`config.mk`:
```
export PLATFORM = sky130hd
export DESIGN_NAME = save_record_fnv_checker_unit
export DESIGN_NICKNAME = d
export VERILOG_FILES = /design/src/hdl/srfc_pkg.sv /design/src/hdl/save_record_fnv_checker_unit.sv /design/src/hdl/srfc_front.sv /design/src/hdl/srfc_queue.sv /design/src/hdl/srfc_back.sv
export SDC_FILE = /design/constraint.sdc
export NUM_CORES = 1
export LEC_CHECK = 0
export ABC_AREA = 1
export BUFFER_PORTS_ARGS = -buffer_cell sky130_fd_sc_hd__buf_2
export CORE_ASPECT_RATIO = 0.6
export CORE_MARGIN = 4
export CORE_UTILIZATION = 29
export CTS_CLUSTER_DIAMETER = 50
export DETAILED_ROUTE_END_ITERATION = 7
export PLACE_DENSITY = 0.43
export SYNTH_ARGS = -nofsm -noshare
export SYNTH_HDL_FRONTEND = slang
export SYNTH_HIERARCHICAL = 1
export SYNTH_SLANG_ARGS = --single-unit
```
`constraint.sdc`:
```
create_clock -name i_clk -period 13.4 [get_ports i_clk]
set_input_delay 2.68 -clock i_clk [delete_from_list [all_inputs] [get_ports i_clk]]
set_output_delay 2.68 -clock i_clk [all_outputs]
set_load 0.01 [all_outputs]
```
`src/hdl/srfc_pkg.sv`:
```
// ----------------------------------------------------------------------------
// srfc_pkg
// Shared types and constants of the save-record checker with FNV-1a 32 hash.
// ----------------------------------------------------------------------------
`default_nettype none

package srfc_pkg;

    localparam logic [15:0] HEADER_BYTES   = 16'd16;
    localparam logic [31:0] FNV_BASIS      = 32'd2166136261;
    localparam logic [31:0] FNV_PRIME      = 32'd16777619;
    localparam int          QUEUE_DEPTH    = 4;
    localparam int          QUEUE_AW       = $clog2(QUEUE_DEPTH);

    typedef enum logic [1:0] {
        OP_ENCODE   = 2'd0,
        OP_VALIDATE = 2'd1,
        OP_BYTE     = 2'd2
    } t_opcode;

    typedef enum logic [2:0] {
        ST_OK            = 3'd0,
        ST_INVALID_ARG   = 3'd1,
        ST_VERIFY_FAILED = 3'd2,
        ST_VERSION       = 3'd3,
        ST_CAPACITY      = 3'd4
    } t_status;

    typedef enum logic [1:0] {
        CFG_MAGIC    = 2'd0,
        CFG_VERSION  = 2'd1,
        CFG_CAPACITY = 2'd2
    } t_cfg_index;

    typedef enum logic [1:0] {
        CMD_FAIL  = 2'd0,
        CMD_START = 2'd1,
        CMD_BYTE  = 2'd2
    } t_cmd_kind;

    typedef struct packed {
        t_opcode      opcode;
        logic [31:0]  magic;
        logic [15:0]  version;
        logic [15:0]  hdr_len;
        logic [31:0]  body_len;
        logic [31:0]  stored_checksum;
        logic [7:0]   data_byte;
    } t_in_item;

    typedef struct packed {
        t_status      status;
        logic [31:0]  magic_out;
        logic [15:0]  version_out;
        logic [15:0]  hdr_len_out;
        logic [31:0]  body_len_out;
        logic [31:0]  hash_result;
    } t_out_item;

    // command passed from the front end to the hash engine
    typedef struct packed {
        t_cmd_kind    kind;
        logic         is_val;
        logic         last;
        t_status      status;
        logic [31:0]  magic;
        logic [15:0]  version;
        logic [31:0]  length;
        logic [31:0]  checksum;
        logic [7:0]   data_byte;
    } t_cmd;

    typedef struct packed {
        logic [31:0]  magic;
        logic [15:0]  version;
        logic [31:0]  capacity;
    } t_cfg;

endpackage

`default_nettype wire

```
`src/hdl/save_record_fnv_checker_unit.sv`:
```
// ----------------------------------------------------------------------------
// save_record_fnv_checker_unit
// Save-record encoder/validator with an FNV-1a 32 payload hash.
// ----------------------------------------------------------------------------
// One input transaction is taken per clock cycle, start items and payload
// bytes alike, as long as the four-entry command queue is not full. The front
// end checks headers and counts bytes in the accepting cycle; the hash engine
// folds one byte per cycle while the output register is free, through a single
// constant multiplier, and writes the result into that register; a result passes
// the command queue and then the output register once the final byte (or a
// failing or empty start) is accepted. Behind a stalled result the queue fills
// after four more commands and ready drops; ignored bytes and reserved opcodes
// take no queue entry. The configuration port is always ready; write it only
// while no record is being processed.
`default_nettype none

module save_record_fnv_checker_unit (
    input  wire logic                i_clk,
    input  wire logic                i_rst_n,
    input  wire logic                i_cfg_valid,
    output logic                     o_cfg_ready,
    input  wire logic [1:0]          i_cfg_index,
    input  wire logic [31:0]         i_cfg_data,
    input  wire logic                i_in_valid,
    output logic                     o_in_ready,
    input  wire srfc_pkg::t_in_item  i_in_data,
    output logic                     o_out_valid,
    input  wire logic                i_out_ready,
    output srfc_pkg::t_out_item      o_out_data
);

    srfc_pkg::t_cfg r_cfg;
    logic           w_q_full;
    logic           w_push;
    logic           w_pop;
    logic           w_q_valid;
    srfc_pkg::t_cmd w_cmd_in;
    srfc_pkg::t_cmd w_cmd_out;

    assign o_cfg_ready = 1'b1;

    always_ff @(posedge i_clk) begin
        if (!i_rst_n) begin
            r_cfg <= '0;
        end else if (i_cfg_valid) begin
            case (i_cfg_index)
                srfc_pkg::CFG_MAGIC:    r_cfg.magic    <= i_cfg_data;
                srfc_pkg::CFG_VERSION:  r_cfg.version  <= i_cfg_data[15:0];
                srfc_pkg::CFG_CAPACITY: r_cfg.capacity <= i_cfg_data;
                default:                r_cfg          <= r_cfg;
            endcase
        end
    end

    srfc_front u_front (
        .i_clk      (i_clk),
        .i_rst_n    (i_rst_n),
        .i_cfg      (r_cfg),
        .i_in_valid (i_in_valid),
        .o_in_ready (o_in_ready),
        .i_in_data  (i_in_data),
        .i_q_full   (w_q_full),
        .o_push     (w_push),
        .o_cmd      (w_cmd_in)
    );

    srfc_queue u_queue (
        .i_clk   (i_clk),
        .i_rst_n (i_rst_n),
        .i_push  (w_push),
        .i_cmd   (w_cmd_in),
        .o_full  (w_q_full),
        .i_pop   (w_pop),
        .o_valid (w_q_valid),
        .o_cmd   (w_cmd_out)
    );

    srfc_back u_back (
        .i_clk       (i_clk),
        .i_rst_n     (i_rst_n),
        .i_q_valid   (w_q_valid),
        .i_cmd       (w_cmd_out),
        .o_pop       (w_pop),
        .o_out_valid (o_out_valid),
        .i_out_ready (i_out_ready),
        .o_out_data  (o_out_data)
    );

endmodule

`default_nettype wire

```
`src/hdl/srfc_front.sv`:
```
// ----------------------------------------------------------------------------
// srfc_front
// Accepts transactions, checks start headers (validates against registers),
// tracks the open record and issues commands to the hash engine queue.
// ----------------------------------------------------------------------------
`default_nettype none

module srfc_front (
    input  wire logic              i_clk,
    input  wire logic              i_rst_n,
    input  wire srfc_pkg::t_cfg    i_cfg,
    input  wire logic              i_in_valid,
    output logic                   o_in_ready,
    input  wire srfc_pkg::t_in_item i_in_data,
    input  wire logic              i_q_full,
    output logic                   o_push,
    output srfc_pkg::t_cmd         o_cmd
);

    logic        r_busy;
    logic [31:0] r_left;
    logic        n_busy;
    logic [31:0] n_left;
    logic        w_accept;
    logic        w_has_cmd;
    srfc_pkg::t_cmd w_cmd;

    assign o_in_ready = !i_q_full;
    assign w_accept   = i_in_valid && o_in_ready;

    always_comb begin
        n_busy    = r_busy;
        n_left    = r_left;
        w_has_cmd = 1'b0;
        w_cmd     = '0;
        w_cmd.magic    = i_in_data.magic;
        w_cmd.version  = i_in_data.version;
        w_cmd.length   = i_in_data.body_len;
        w_cmd.checksum = i_in_data.stored_checksum;
        w_cmd.data_byte = i_in_data.data_byte;
        w_cmd.last     = (i_in_data.body_len == 32'd0);
        case (i_in_data.opcode)
            srfc_pkg::OP_ENCODE: begin
                w_has_cmd = 1'b1;
                w_cmd.is_val = 1'b0;
                if (i_in_data.magic == 32'd0 || i_in_data.version == 16'd0) begin
                    w_cmd.kind   = srfc_pkg::CMD_FAIL;
                    w_cmd.status = srfc_pkg::ST_INVALID_ARG;
                    n_busy       = 1'b0;
                end else begin
                    w_cmd.kind   = srfc_pkg::CMD_START;
                    w_cmd.status = srfc_pkg::ST_OK;
                    n_busy       = !w_cmd.last;
                    n_left       = i_in_data.body_len;
                end
            end
            srfc_pkg::OP_VALIDATE: begin
                w_has_cmd    = 1'b1;
                w_cmd.is_val = 1'b1;
                w_cmd.kind   = srfc_pkg::CMD_FAIL;
                n_busy       = 1'b0;
                if (i_cfg.magic == 32'd0 || i_cfg.version == 16'd0) begin
                    w_cmd.status = srfc_pkg::ST_INVALID_ARG;
                end else if (i_in_data.hdr_len != srfc_pkg::HEADER_BYTES ||
                             i_in_data.magic != i_cfg.magic) begin
                    w_cmd.status = srfc_pkg::ST_VERIFY_FAILED;
                end else if (i_in_data.version != i_cfg.version) begin
                    w_cmd.status = srfc_pkg::ST_VERSION;
                end else if (i_in_data.body_len > i_cfg.capacity) begin
                    w_cmd.status = srfc_pkg::ST_CAPACITY;
                end else begin
                    w_cmd.kind   = srfc_pkg::CMD_START;
                    w_cmd.status = srfc_pkg::ST_OK;
                    n_busy       = !w_cmd.last;
                    n_left       = i_in_data.body_len;
                end
            end
            srfc_pkg::OP_BYTE: begin
                // bytes outside an open record are dropped here
                if (r_busy) begin
                    w_has_cmd    = 1'b1;
                    w_cmd.kind   = srfc_pkg::CMD_BYTE;
                    w_cmd.status = srfc_pkg::ST_OK;
                    w_cmd.last   = (r_left == 32'd1);
                    n_left       = r_left - 32'd1;
                    n_busy       = (r_left != 32'd1);
                end
            end
            default: begin
                w_has_cmd = 1'b0;
            end
        endcase
    end

    always_ff @(posedge i_clk) begin
        if (!i_rst_n) begin
            r_busy <= 1'b0;
            r_left <= '0;
        end else if (w_accept) begin
            r_busy <= n_busy;
            r_left <= n_left;
        end
    end

    assign o_push = w_accept && w_has_cmd;
    assign o_cmd  = w_cmd;

endmodule

`default_nettype wire

```
`src/hdl/srfc_queue.sv`:
```
// ----------------------------------------------------------------------------
// srfc_queue
// Small command FIFO between the front end and the hash engine.
// ----------------------------------------------------------------------------
`default_nettype none

module srfc_queue (
    input  wire logic           i_clk,
    input  wire logic           i_rst_n,
    input  wire logic           i_push,
    input  wire srfc_pkg::t_cmd i_cmd,
    output logic                o_full,
    input  wire logic           i_pop,
    output logic                o_valid,
    output srfc_pkg::t_cmd      o_cmd
);

    srfc_pkg::t_cmd r_mem [srfc_pkg::QUEUE_DEPTH];
    logic [srfc_pkg::QUEUE_AW-1:0] r_wr_ptr;
    logic [srfc_pkg::QUEUE_AW-1:0] r_rd_ptr;
    logic [srfc_pkg::QUEUE_AW:0]   r_count;
    logic w_push;
    logic w_pop;

    assign o_full  = (r_count == (srfc_pkg::QUEUE_AW+1)'(srfc_pkg::QUEUE_DEPTH));
    assign o_valid = (r_count != '0);
    assign o_cmd   = r_mem[r_rd_ptr];
    assign w_push  = i_push && !o_full;
    assign w_pop   = i_pop && o_valid;

    always_ff @(posedge i_clk) begin
        if (w_push) begin
            r_mem[r_wr_ptr] <= i_cmd;
        end
    end

    always_ff @(posedge i_clk) begin
        if (!i_rst_n) begin
            r_wr_ptr <= '0;
            r_rd_ptr <= '0;
            r_count  <= '0;
        end else begin
            if (w_push) begin
                r_wr_ptr <= r_wr_ptr + 1'b1;
            end
            if (w_pop) begin
                r_rd_ptr <= r_rd_ptr + 1'b1;
            end
            case ({w_push, w_pop})
                2'b10:   r_count <= r_count + 1'b1;
                2'b01:   r_count <= r_count - 1'b1;
                default: r_count <= r_count;
            endcase
        end
    end

endmodule

`default_nettype wire

```
`src/hdl/srfc_back.sv`:
```
// ----------------------------------------------------------------------------
// srfc_back
// Hash engine: runs FNV-1a 32 one byte per cycle unless a result is stalled,
// holds the record header and builds the result in the output register.
// ----------------------------------------------------------------------------
`default_nettype none

module srfc_back (
    input  wire logic            i_clk,
    input  wire logic            i_rst_n,
    input  wire logic            i_q_valid,
    input  wire srfc_pkg::t_cmd  i_cmd,
    output logic                 o_pop,
    output logic                 o_out_valid,
    input  wire logic            i_out_ready,
    output srfc_pkg::t_out_item  o_out_data
);

    logic        r_is_val;
    logic [31:0] r_hash;
    logic [31:0] r_magic;
    logic [15:0] r_version;
    logic [31:0] r_length;
    logic [31:0] r_checksum;
    logic        r_out_valid;
    srfc_pkg::t_out_item r_out;

    logic        w_slot_free;
    logic [31:0] w_mix;
    logic [31:0] w_prod;
    logic        w_emit;
    srfc_pkg::t_out_item w_res;

    function automatic srfc_pkg::t_out_item finish_result(
        input logic        is_val,
        input logic [31:0] magic,
        input logic [15:0] version,
        input logic [31:0] length,
        input logic [31:0] checksum,
        input logic [31:0] hash
    );
        srfc_pkg::t_out_item res;
        res = '0;
        res.hash_result = hash;
        if (!is_val) begin
            res.status       = srfc_pkg::ST_OK;
            res.magic_out    = magic;
            res.version_out  = version;
            res.hdr_len_out  = srfc_pkg::HEADER_BYTES;
            res.body_len_out = length;
        end else if (hash == checksum) begin
            res.status       = srfc_pkg::ST_OK;
            res.body_len_out = length;
        end else begin
            res.status = srfc_pkg::ST_VERIFY_FAILED;
        end
        return res;
    endfunction

    assign w_slot_free = !r_out_valid || i_out_ready;
    assign o_pop       = i_q_valid && w_slot_free;
    assign w_mix       = r_hash ^ {24'd0, i_cmd.data_byte};
    assign w_prod      = w_mix * srfc_pkg::FNV_PRIME;

    always_comb begin
        w_emit = 1'b0;
        w_res  = '0;
        case (i_cmd.kind)
            srfc_pkg::CMD_FAIL: begin
                w_emit       = 1'b1;
                w_res.status = i_cmd.status;
            end
            srfc_pkg::CMD_START: begin
                // empty payload finishes on the start itself
                w_emit = i_cmd.last;
                w_res  = finish_result(i_cmd.is_val, i_cmd.magic, i_cmd.version,
                                       i_cmd.length, i_cmd.checksum,
                                       srfc_pkg::FNV_BASIS);
            end
            srfc_pkg::CMD_BYTE: begin
                w_emit = i_cmd.last;
                w_res  = finish_result(r_is_val, r_magic, r_version, r_length,
                                       r_checksum, w_prod);
            end
            default: begin
                w_emit = 1'b0;
            end
        endcase
    end

    always_ff @(posedge i_clk) begin
        if (o_pop) begin
            case (i_cmd.kind)
                srfc_pkg::CMD_START: begin
                    r_is_val   <= i_cmd.is_val;
                    r_magic    <= i_cmd.magic;
                    r_version  <= i_cmd.version;
                    r_length   <= i_cmd.length;
                    r_checksum <= i_cmd.checksum;
                    r_hash     <= srfc_pkg::FNV_BASIS;
                end
                srfc_pkg::CMD_BYTE: begin
                    r_hash <= w_prod;
                end
                default: begin
                    r_hash <= r_hash;
                end
            endcase
        end
        if (o_pop && w_emit) begin
            r_out <= w_res;
        end
    end

    always_ff @(posedge i_clk) begin
        if (!i_rst_n) begin
            r_out_valid <= 1'b0;
        end else if (o_pop && w_emit) begin
            r_out_valid <= 1'b1;
        end else if (i_out_ready) begin
            r_out_valid <= 1'b0;
        end
    end

    assign o_out_valid = r_out_valid;
    assign o_out_data  = r_out;

endmodule

`default_nettype wire

```
==> results.sh <==
export IMPL_status="finished clean"
export IMPL_core_area_sq_mm=0.158
export IMPL_avgSynthCellArea_sq_um=9.73
export IMPL_tightest_slew_ns=1.24
export IMPL_insertion_delay_ns=0.75
export IMPL_cts_resized=0
export IMPL_cts_tree="done"
export IMPL_wl_per_cell_um=21.6
export IMPL_period_needed_ns=8.67
export IMPL_hold_violations=0
export IMPL_mappedNetlistArea_sq_mm=0.0464
export IMPL_route_detailed_drc=0
export IMPL_fmaxAchievable_ghz=0.115
export IMPL_initial_utilization=0.293
export IMPL_synthCells=4767
export IMPL_endpoint_kind="flop"
export IMPL_holdWs_ns=0.469
export IMPL_critical_path_class="flop to flop"
export IMPL_cts_path_max_buffers=3
export IMPL_grt_max_degree=88
export IMPL_drtPass1Iterations=5
export IMPL_finalCritPeriodShare=0.647
export IMPL_cts_hold_buf=0
export IMPL_setup_worst_path_start_class="flop"
export IMPL_fin_skew_ns=0.0525
export IMPL_synthToLayoutAreaGrowth_pct=13.3
export IMPL_cap_violations=0
export IMPL_viasPerCell=4.62
export IMPL_clkSinkCount=892
export IMPL_synth_compound_area_frac=0.0755
export IMPL_synth_xor_area_frac=0.0178
export IMPL_hold_class="flop to flop"
export IMPL_nets=5390
export IMPL_ys_seq_area_frac=0.551
export IMPL_crit_path_frequent_cell="nand2_1"
export IMPL_die_area_sq_mm=0.167
export IMPL_std_cell_rows=113
export IMPL_grt_pass1_wl_um=221000
export IMPL_multi_input_area_sq_mm=0.0162
export IMPL_setup_violations=0
export IMPL_final_common_cell="nand2_1"
export IMPL_htree_levels=3
export IMPL_layout_drive_gt1_share=0.116
export IMPL_synth_edf_count=769
export IMPL_cts_setup_buffers=0
export IMPL_async_reset_ff_frac=0
export IMPL_critPathMaxStageDelay_ns=0.73
export IMPL_synth_top_family_by_area="simple AND/OR/NAND/NOR gates"
export IMPL_crit_required_ns=13.94
export IMPL_ant_nets=0
export IMPL_mostFrequentLayoutCells="772 x nand2_1, 769 x edfxtp_1, 743 x inv_1"
export IMPL_ioPinCount=311
export IMPL_crit_fanout=32
export IMPL_grt_pass1_vias=30500
export IMPL_gp_congestion=0.953
export IMPL_slew_viol_final=0
export IMPL_yosys_mux_area_fraction=0.000648
export IMPL_regArea_sq_mm=0.0256
export IMPL_track_usage=0.180
export IMPL_antenna_found_initial=24
export IMPL_ys_flop_type="edfxtp_1"
export IMPL_routed_wl_um=154000
export IMPL_cts_buffers=104
export IMPL_yosys_warnings=6
export IMPL_hpwl_um=108000
export IMPL_die_y_um=318
export IMPL_fillerInstances=16300
export IMPL_die_x_um=524
export IMPL_rsz0062_at_grt="false"
export IMPL_clkTransAtPathRegs_ns=0.07
export IMPL_synth_seq_cells=892
export IMPL_gr_total_overflow=0
export IMPL_worstPathArrival_ns=9.21
export IMPL_drt_initial_drc_count=2772
export IMPL_crit_slowest_cell="a21oi_1"
export IMPL_fin_setup_tns_ns=0
export IMPL_synth_adder_area_share=0.0939
export IMPL_timing_slew_headroom=0.164
export IMPL_vias=33000
export IMPL_yosys_area_share_simple=0.159
export IMPL_cts_root_buf="clkbuf_16"
export IMPL_portBuffers=294
export IMPL_yosysUniqueCellTypes=56
per-stage QoR:
stage | area [sq um] | std cells | worst slack [ns] | utilization
4_1_cts | 52500 | 7124 | 4.80 | 0.331
2_1_floorplan | 46400 | 4781 | 2.84 | -
6_report | 52500 | 7134 | 4.73 | 0.331
5_1_grt | 52500 | 7126 | 4.19 | 0.331
3_3_place_gp | 49000 | 6931 | 5.08 | 0.309
3_5_place_dp | 49000 | 6931 | 4.87 | 0.309
state kept, by name (all words and copies together), names as in the netlist, named ones only:
register,cells
u_back/o_out_data,116
u_back/r_checksum,32
u_back/r_version,16
u_queue/r_mem,508
u_back/r_length,32
u_back/r_hash,32
r_cfg,80
u_back/r_is_val,1
u_back/o_out_valid,1
u_front/r_busy,1
u_queue/r_rd_ptr,2
u_queue/r_count,3
u_queue/r_wr_ptr,2
u_back/r_magic,32
u_front/r_left,32
worst paths after layout:
path	start	to	slack, ns	cells after the start
worst min register to register	u_front/r_left[1]	u_front/r_left[1]	0.47	2
worst max register to register	flop	u_back/o_out_data[42]	4.73	32
worst min-delay path	u_front/r_left[1]	u_front/r_left[1]	0.47	2
worst max-delay path	flop	u_back/o_out_data[42]	4.73	32
cells by family after synthesis:
| logic type | Yosys count |
|---|---|
| AND/OR/NAND/NOR | 1772 |
| buffers and inverters | 1069 |
| flip-flops | 892 |
| AO/OA/AOI/OAI | 642 |
| adder cells (fa/ha/maj) | 303 |
| XOR/XNOR | 84 |
| multiplexers | 3 |
| other | 2 |
worst max-delay path, delay by kind of cell, from the launching register on:
kind	cells	cell delay [ns]
XOR/XNOR	1	0.72
AND/OR/NAND/NOR	13	2.14
AO/OA/AOI/OAI	4	1.20
flip-flops	1	0.50
adder cells (fa/ha/maj)	8	3.02
buffers and inverters	6	0.79
Yosys cell counts (17+ instances only):
library cell	count	area, sq um
a21oi_1	151	756
buf_1	17	63.8
buf_2	37	185
buf_4	145	1090
clkbuf_1	93	349
dfxtp_1	123	2460
edfxtp_1	769	23100
fa_1	75	1500
ha_1	228	2850
inv_1	743	2790
nand2_1	772	2900
nand3_1	164	821
nand4_1	41	257
nor2_1	673	2530
nor3_1	32	160
nor4_1	20	125
o21ai_0	282	1410
o22ai_1	176	1100
xnor2_1	48	420
xor2_1	30	263
cell type report:
class                   count  share of cell area
clock buffers             113              0.0502
diodes                     10            0.000476
clock inverters            80              0.0155
inverters                 759              0.0545
multi-input cells        2820               0.308
flip-flops and latches    892               0.487
well taps                2127              0.0507
repair buffers            333              0.0336
metal layers:
layer  track usage  vias to the layer above  wire length [um]  share of wire
met5             0                        -                88        0.00057
met4        0.0310                       12              2460          0.016
met3        0.0457                      165             11400          0.074
met2         0.235                      912             59100           0.38
met1         0.294                    16000             80700           0.53
li1              -                    15900                 -              -
Power is left out: the tool's default activity adds up to more than one toggle a clock period on the data nets, which glitch-free logic cannot reach.
